<file path="src/rtl/ssid_pkg.sv">
// Shared types and constants for the sorted segment insert/delete block.
// No dependencies; imported by the cell, the top level and the testbench.
package ssid_pkg;

   localparam int SSID_WORD_BITS = 64;
   // wide enough for a slot position up to 127
   localparam int SSID_POS_BITS  = 7;

   localparam logic [SSID_WORD_BITS-1:0] SSID_EMPTY_MARK = {1'b1, {(SSID_WORD_BITS-1){1'b0}}};

   // request modes
   localparam logic [1:0] SSID_MODE_LOAD   = 2'd0;
   localparam logic [1:0] SSID_MODE_READ   = 2'd1;
   localparam logic [1:0] SSID_MODE_INSERT = 2'd2;
   localparam logic [1:0] SSID_MODE_DELETE = 2'd3;

   // response status codes
   localparam logic [1:0] SSID_ST_OK      = 2'd0;
   localparam logic [1:0] SSID_ST_ABSENT  = 2'd1;
   localparam logic [1:0] SSID_ST_DROPPED = 2'd2;
   localparam logic [1:0] SSID_ST_RANGE   = 2'd3;

   // control broadcast from the sequencer to every cell of the chain
   typedef struct packed {
      logic                      shift;  // take the right neighbor's word
      logic                      ins;    // open a slot at pos and place key there
      logic                      del;    // close the slot at pos
      logic [SSID_WORD_BITS-1:0] key;
      logic [SSID_POS_BITS-1:0]  pos;
   } cell_ctrl_type;

endpackage

</file>
<file path="src/rtl/ssid_cell.sv">
// One slot of the segment working buffer: holds a word, shifts toward the head,
// and opens or closes its slot on an insert or delete edit. Depends on ssid_pkg.
module ssid_cell (
   input  logic                                   clock,
   input  ssid_pkg::cell_ctrl_type                ctrl,
   input  logic [ssid_pkg::SSID_POS_BITS-1:0]     cell_index,
   input  logic [ssid_pkg::SSID_WORD_BITS-1:0]    left_word,
   input  logic [ssid_pkg::SSID_WORD_BITS-1:0]    right_word,
   output logic [ssid_pkg::SSID_WORD_BITS-1:0]    word
);
   import ssid_pkg::*;

   logic [SSID_WORD_BITS-1:0] word_ff;
   logic [SSID_WORD_BITS-1:0] word_in;

   // pick the next word: shift, insert edit, delete edit or hold
   always_comb begin
      word_in = word_ff;
      priority if (ctrl.shift) begin
         word_in = right_word;
      end else if (ctrl.ins) begin
         if (cell_index == ctrl.pos) begin
            word_in = ctrl.key;
         end else if (cell_index > ctrl.pos) begin
            word_in = left_word;
         end
      end else if (ctrl.del) begin
         if (cell_index >= ctrl.pos) begin
            word_in = right_word;
         end
      end else begin
         word_in = word_ff;
      end
   end

   always_ff @(posedge clock) begin
      word_ff <= word_in;
   end

   assign word = word_ff;

endmodule

</file>
<file path="config.mk">
export PLATFORM = sky130hd
export DESIGN_NAME = ssid_cell
export DESIGN_NICKNAME = d
export VERILOG_FILES = /design/src/rtl/ssid_pkg.sv /design/src/rtl/ssid_cell.sv
export SDC_FILE = /design/constraint.sdc
export NUM_CORES = 1
export LEC_CHECK = 0
export ABC_AREA = 1
export BUFFER_PORTS_ARGS = -buffer_cell sky130_fd_sc_hd__buf_2
export CORE_AREA = 2 2 107 109
export CTS_BUF_LIST = sky130_fd_sc_hd__clkbuf_2 sky130_fd_sc_hd__clkbuf_4 sky130_fd_sc_hd__clkbuf_8
export DETAILED_ROUTE_END_ITERATION = 8
export DIE_AREA = 0 0 109 111
export PLACE_DENSITY = 0.8
export SLEW_MARGIN = 20
export SYNTH_ARGS = -nofsm -noshare
export SYNTH_HDL_FRONTEND = slang
export SYNTH_SLANG_ARGS = --single-unit
</file>
<file path="constraint.sdc">
create_clock -name clock -period 3.8 [get_ports clock]
set_clock_uncertainty 0.1 [all_clocks]
set_input_delay 0.76 -clock clock [delete_from_list [all_inputs] [get_ports clock]]
set_output_delay 0.76 -clock clock [all_outputs]
set_load 0.05 [all_outputs]
</file>
---- Word level (Yosys, flattened, before mapping) ----
Index checks and enable logic that the tools add are counted.
operators by class
  order comparisons ....................... 2
  eq/ne operators ......................... 2
  muxes and demuxes ....................... 6
  reduce and logical (&&, ||, !) cells .... 3
operators by type and width
  kind                                                                      number
  64-bit two-way mux                                                        6
  7-bit == test                                                             1
  7-bit greater-or-equal comparator                                         1
  7-bit > comparator                                                        1
  3-bit nonzero test                                                        2
  4-bit by 1-bit inequality test with 1-bit output (second input constant)  1
  3-bit AND reduction                                                       1
word-level totals
  register bits after elaboration ......... 64
  input port bits ......................... 210
  output and inout bits ................... 64
  logic and storage cells ................. 14

---- Longest topological paths before layout ----
Gate-level depths: netlist of run 1.
  depth in word-level cells ............... 5
  gate-level depth with buffers ........... 10
  depth with buffers taken out ............ 9

---- Worst setup path after synthesis of run 1 ----
Ideal clock, no wire load.
  path type ............................... input to register
  from .................................... input port ctrl[6] in the netlist's numbering
  to ...................................... register word_ff[0], in the netlist word[0] (enable)
  setup time .............................. 424 ps
  data arrival time ....................... 3104 ps
  required time ........................... 3276 ps
  setup slack ............................. 172 ps
  cell stages on the path ................. 10
  buffers on the path ..................... 2
  cells stage by stage .................... inv_1 ha_1 nand2_1 nor2_1 nand2_1 buf_4 buf_4 nand3_1 nand2_1 nand2_1
between the ends
  word-level cells in the longest chain between the ends .. 3
  elaborated cells on any way between the ends .. 6
  classes of those cells .................. order compare: 2; eq/ne: 2; reduce/logical: 2
ends and longest elaborated chain
  what                                                                                                     line             text
  from (decl)                                                                                              ssid_cell.sv:5   input ssid_pkg::cell_ctrl_type ctrl,
  7-bit > comparator (tied with other cells)                                                               ssid_cell.sv:24  end else if (cell_index > ctrl.pos) begin
  4-bit by 1-bit inequality test with 1-bit output (no line) / 3-bit nonzero test (equally long branches)  --
  3-bit AND reduction (no line) (*)                                                                        --
  to (signal assigned)                                                                                     ssid_cell.sv:37  word_ff <= word_in;
  to (decl)                                                                                                ssid_cell.sv:13  logic [SSID_WORD_BITS-1:0] word_ff;
Every way passes the cells marked *; elsewhere a longest branch is shown, timed or not.
A chain may end at the register's enable or synchronous reset.

---- Final worst setup path of run 1 ----
  from .................................... input port ctrl[2] in the netlist's numbering
  to ...................................... register word_ff[40], in the netlist word[40] (enable)
Same word-level chain as after synthesis.

==> results of run 1 <==
-- worst max-delay path: cells and delay by family --
kind                     cells  cell delay (ps)
adder cells (fa/ha/maj)      1              300
AND/OR/NAND/NOR              6              800
buffers and inverters        3              470
-- cells in the final DEF, fill, tap and decap left out, drive strengths merged, types with 2 or more instances in the layout --
| cell | Yosys | final |
|---|---|---|
| ha | 7 | 7 |
| nor2 | 68 | 68 |
| buf | 21 | 279 |
| clkinv | 0 | 3 |
| nand3 | 2 | 2 |
| nand2 | 205 | 205 |
| clkbuf | 6 | 9 |
| edfxtp | 64 | 64 |
| o21ai | 64 | 64 |
| a21oi | 2 | 2 |
| inv | 79 | 79 |
-- routing by layer --
layer | vias to the layer above | global-route usage, % | wire length (um)
li1 | 2116 | - | -
met1 | 1754 | 19.29 | 4269
met2 | 162 | 32.80 | 5498
met3 | 16 | 4.233 | 869
met4 | 0 | 7.094 | 213
met5 | - | 0 | 0
-- power by group through the flow --
stage | combinational [mW] | sequential (mW) | clock (mW)
2_1_floorplan | 0.138 | 1.33 | 0
3_3_place_gp | 0.768 | 0.942 | 0
3_5_place_dp | 0.771 | 0.948 | 0
4_1_cts | 0.772 | 0.933 | 0.480
5_1_grt | 0.819 | 0.941 | 0.511
6_report | 0.766 | 0.932 | 0.452
-- cells by family (layout without fill, tap and decap cells) --
kind of cell             after synthesis  count (layout)  share of synthesized area, %
AO/OA/AOI/OAI                         66              66                         8.583
buffers and inverters                106             370                         12.16
adder cells (fa/ha/maj)                7               7                         2.276
flip-flops                            64              64                         49.93
AND/OR/NAND/NOR                      276             276                         27.05
-- through the flow --
step | std cells | setup WS (ps)
floorplan | 519 | 172.3
global placement | 914 | 1050
detailed placement | 914 | 976.9
CTS | 926 | 1335
global route | 926 | 1200
finish | 926 | 1335
-- area by class of cell --
class | count | area (um2) | share of cell area, %
Clock buffer | 9 | 123.9 | 2.279
Tap cell | 143 | 178.9 | 3.292
Sequential cell | 64 | 1922 | 35.36
Inverter | 79 | 296.5 | 5.456
Clock inverter | 3 | 13.76 | 0.2532
Timing Repair Buffer | 279 | 1424 | 26.20
Multi-Input combinational cell | 349 | 1476 | 27.16
-- worst min-delay path by stage --
stage	slack [ps]	start	endpoint	depth (start not counted)
global route	600	right_word[6]	word[6]	3
floorplan	850	right_word[0]	word[0]	2
finish	610	right_word[58]	word[58]	3
CTS	580	right_word[58]	word[58]	3
detailed placement	950	right_word[0]	word[0]	3
global placement	950	right_word[58]	word[58]	3
==> flow_summary.yaml, run 1 <==
detailed_routing:
  drc: 0
  viasPerCell: 4.371
  drtIter0Drc: 189
  dr.pass1.iters: 4
  wire_per_inst_um: 11.72
  ant_nets: 0
  wirelength_um: 10850
  num_vias: 4048
sta:
  tightest_slew_ps: 858.5
  min_period_over_period_pct: 64.86
  relSlewSlack_pct: 42.68
  final_hold_viol_count: 0
  setup_violations: 0
  rsz0062_at_grt: "no"
  whs_ps: 608.6
  setup_tns_ps: 0
  fmax_mhz: 405.7
  period_minus_slack_ps: 2465
  slew_violations: 0
layout:
  fillers: 1105
  final_nets: 999
  design_area_um2: 5435
  largest_reg_flops: 64
  area_growth_pct: 41.22
  fin_util_pct: 49.07
  diodes: 0
  drive_gt1_share_pct: 37.68
pwr:
  p_switching_mw: 0.8271
  irDropWorstVdd_mv: 0.1964
  p_sw_share_pct: 38.48
  finalPower_mw: 2.149
  power_leakage_nw: 3.143
  p_int_mw: 1.322
  power_density_nw_per_um2: 395.4
  seq_power_share_pct: 43.3
  p_clk_share_pct: 21.0
  p_comb_share_pct: 35.6
placement:
  place_hpwl_um: 8379
  port_buffers: 273
  dpl-instance-area_um2: 5298
  place_congestion: 0.8404
logic_synthesis:
  synth.area.top_cells: "edfxtp_1, nand2_1, inv_1, nor2_1, o21ai_1"
  synth-edff-count: 64
  syn-num-nets: 736
  netlist_instances: 519
  synthFlopType: "edfxtp_1"
  synth.distinct_cells: 15
  avgSynthCellArea_um2: 7.416
  yosysTopAreaCell: "edfxtp_1"
  synth_commonest_cells: "nand2_1, inv_1, nor2_1, edfxtp_1, o21ai_1"
  async_flop_share_pct: 0
  synth_top_area_share_pct: 49.93
  yosysWarnings: 0
  synthesis.area_um2: 3849
  synth_seq_cells: 64
  seq_area_frac_synth_pct: 49.93
  yosysMostFrequentCell: "nand2_1"
worst_setup_path:
  crit_path_max_incr_delay_ps: 370
  cp-start-kind: "input port"
  path_class: "in2reg"
  crit_start: "ctrl[2]"
  worst_path_most_repeated_cell: "nand2_1"
  worstPathRequired_ps: 3680
  endpoint: "word[40]"
  worst_setup_path_end_kind: "flop"
  slowest_stage: "buf_4"
  crit_chain: "buf_2 -> inv_1 -> ha_1 -> nand2_1 -> nor2_1 -> nand2_4 -> nand3_1 -> nand2_1 -> nand2_2 -> buf_4"
  cp_max_fo: 33
  crit_arrival_ps: 2340
global_route:
  grt_use_total_pct: 17.87
  overflow: 0
  antenna_found_initial: 0
  grt_pass1_vias: 3700
  grt_first_pass_wirelength_um: 16970
  grt_max_degree: 67
die:
  io_pins: 274
  die-area_um2: 12100
  initial_utilization_pct: 34.75
  coreArea_um2: 11080
  die_h_um: 111
  dieWidth_um: 109
  rows: 39
cts:
  postCtsHoldBufs: 0
  clockRootBuffer: "clkbuf_8"
  cts_resized: 0
  cts.sinks: 64
  cts_setup_buffers: 0
  clockBufferDepth: 2
  cts.htree.levels: 3
  cts_tree: "built"
  cts_made_buffers: 9
  clk_pin_slew_ps: 70
hold_path:
  hold_class: "in2reg"
status:
  status: "complete, no violations"
run:
  maxCapViolations: 0
(Power assumes the default switching activity.)
==> inputs of run 2 (changes only) <==
--- a/config.mk
+++ b/config.mk
@@ -11,7 +11,7 @@
 export CTS_BUF_LIST = sky130_fd_sc_hd__clkbuf_2 sky130_fd_sc_hd__clkbuf_4 sky130_fd_sc_hd__clkbuf_8
 export DETAILED_ROUTE_END_ITERATION = 8
 export DIE_AREA = 0 0 109 111
-export PLACE_DENSITY = 0.8
+export PLACE_DENSITY = 0.78
 export SLEW_MARGIN = 20
 export SYNTH_ARGS = -nofsm -noshare
 export SYNTH_HDL_FRONTEND = slang
==> constraint.sdc (replaced) <==
create_clock -name clock -period 2.6 [get_ports clock]
set_clock_uncertainty 0.1 [all_clocks]
set_input_delay 0.52 -clock clock [delete_from_list [all_inputs] [get_ports clock]]
set_output_delay 0.52 -clock clock [all_outputs]
set_load 0.05 [all_outputs]
==> flow_summary.yaml, run 2 (same netlist as run 1, synthesis figures left out) <==
status:
  status: "complete, no violations"
sta:
  period_minus_slack_ps: 1921
  setup_violations: 0
  min_period_over_period_pct: 73.90
  slew_violations: 0
  final_hold_viol_count: 0
  fmax_mhz: 520.5
  whs_ps: 370.0
  relSlewSlack_pct: 37.47
  setup_tns_ps: 0
  tightest_slew_ps: 936.9
  rsz0062_at_grt: "no"
run:
  maxCapViolations: 0
layout:
  regArea_um2: 1922
  multi_input_area_um2: 1481
  area_growth_pct: 44.38
  fillers: 1125
  final_nets: 998
  final_cell_mix: "buf_2, nand2_1, inv_1, nor2_1, edfxtp_1"
  final_common_cell: "buf_2"
  drive_gt1_share_pct: 38.04
  fin_cells: 930
  largest_reg_flops: 64
detailed_routing:
  num_vias: 4097
  wirelength_um: 11370
  wire_per_inst_um: 12.23
  drc: 0
  drtIter0Drc: 207
  ant_nets: 0
  viasPerCell: 4.405
  dr.pass1.iters: 5
cts:
  postCtsHoldBufs: 0
  cts_resized: 0
  cts.htree.levels: 3
  cts.sinks: 64
  clk_pin_slew_ps: 80
  clockBufferDepth: 2
  cts_tree: "built"
  clockRootBuffer: "clkbuf_8"
  cts_made_buffers: 9
  cts_setup_buffers: 0
placement:
  place_congestion: 0.8697
  dpl.cell_count: 913
  port_buffers: 273
  place_hpwl_um: 8573
die:
  rows: 39
  io_pins: 274
  die-area_um2: 12100
  initial_utilization_pct: 34.75
  dieWidth_um: 109
  die_h_um: 111
  coreArea_um2: 11080
global_route:
  use_met3_pct: 4.938
  antenna_found_initial: 1
  grt_max_degree: 69
  grt_use_total_pct: 18.68
  grtUsageMet1_pct: 20.57
  met2_usage_pct: 33.54
  grt_first_pass_wirelength_um: 17630
  grt_pass1_vias: 3870
  overflow: 0
  busiest_layer: "met2"
pwr:
  power_leakage_nw: 3.194
  power_density_nw_per_um2: 619.1
  irDropWorstVdd_mv: 0.3214
hold_path:
  hold_class: "in2reg"
worst_setup_path:
  crit_arrival_ps: 1900
  cp_max_fo: 64
  path_class: "in2reg"
  cp-start-kind: "input port"
  worstPathRequired_ps: 2570
  worst_setup_path_end_kind: "flop"
-- run 2: cell count changes in the layout (fill, tap and decap cells not counted), sizes merged --
cell | previous run | this run
clkbuf | 9 | 11
diode | 0 | 1
bufinv | 0 | 2
clkinvlp | 0 | 1
buf | 279 | 278
inv | 79 | 78
-- run 2: worst paths after layout --
check,start,end,slack (ps),cells after the start
worst max-delay path,ctrl[72],word[6],680,6
worst min-delay path,right_word[28],word[28],370,3
-- run 2: through the flow --
| stage | power, mW | setup slack, ps | instance area (um2) | util (%) |
|---|---|---|---|---|
| 2_1_floorplan | 2.148 | 131.8 | 3856 | - |
| 3_3_place_gp | 2.514 | 419.9 | 5333 | 48.14 |
| 3_5_place_dp | 2.527 | 396.8 | 5333 | 48.14 |
| 4_1_cts | 3.483 | 740.3 | 5553 | 50.13 |
| 5_1_grt | 3.609 | 570.1 | 5557 | 50.16 |
| 6_report | 3.440 | 678.6 | 5557 | 50.16 |
-- run 2: critical path, stage by stage --
cell and delay [ps]:
buf_2 90, inv_1 50, nor2_4 90, clkinv_2 710, nand2_1 300, o21ai_0 120
-- run 2: layout make-up --
type	count	share of cell area, %
antenna	1	0.04503
clock buffer	11	2.499
multi-input combinational	349	26.66
timing repair buffer	278	26.17
inverter	79	5.359
clock inverter	5	1.464
tap	143	3.220
sequential	64	34.59
-- run 2: report_power, final --
group          internal (mW)  leakage (nW)  switching, mW
combinational          0.302          2.44          0.840
sequential              1.32         0.645         0.0348
clock                  0.562         0.110          0.382
-- run 2: per-layer routing --
metal,routed length [um],part of all wire [%]
met1,4468,39
met3,854,7.5
met5,0,0
met2,5707,50
met4,342,3.0
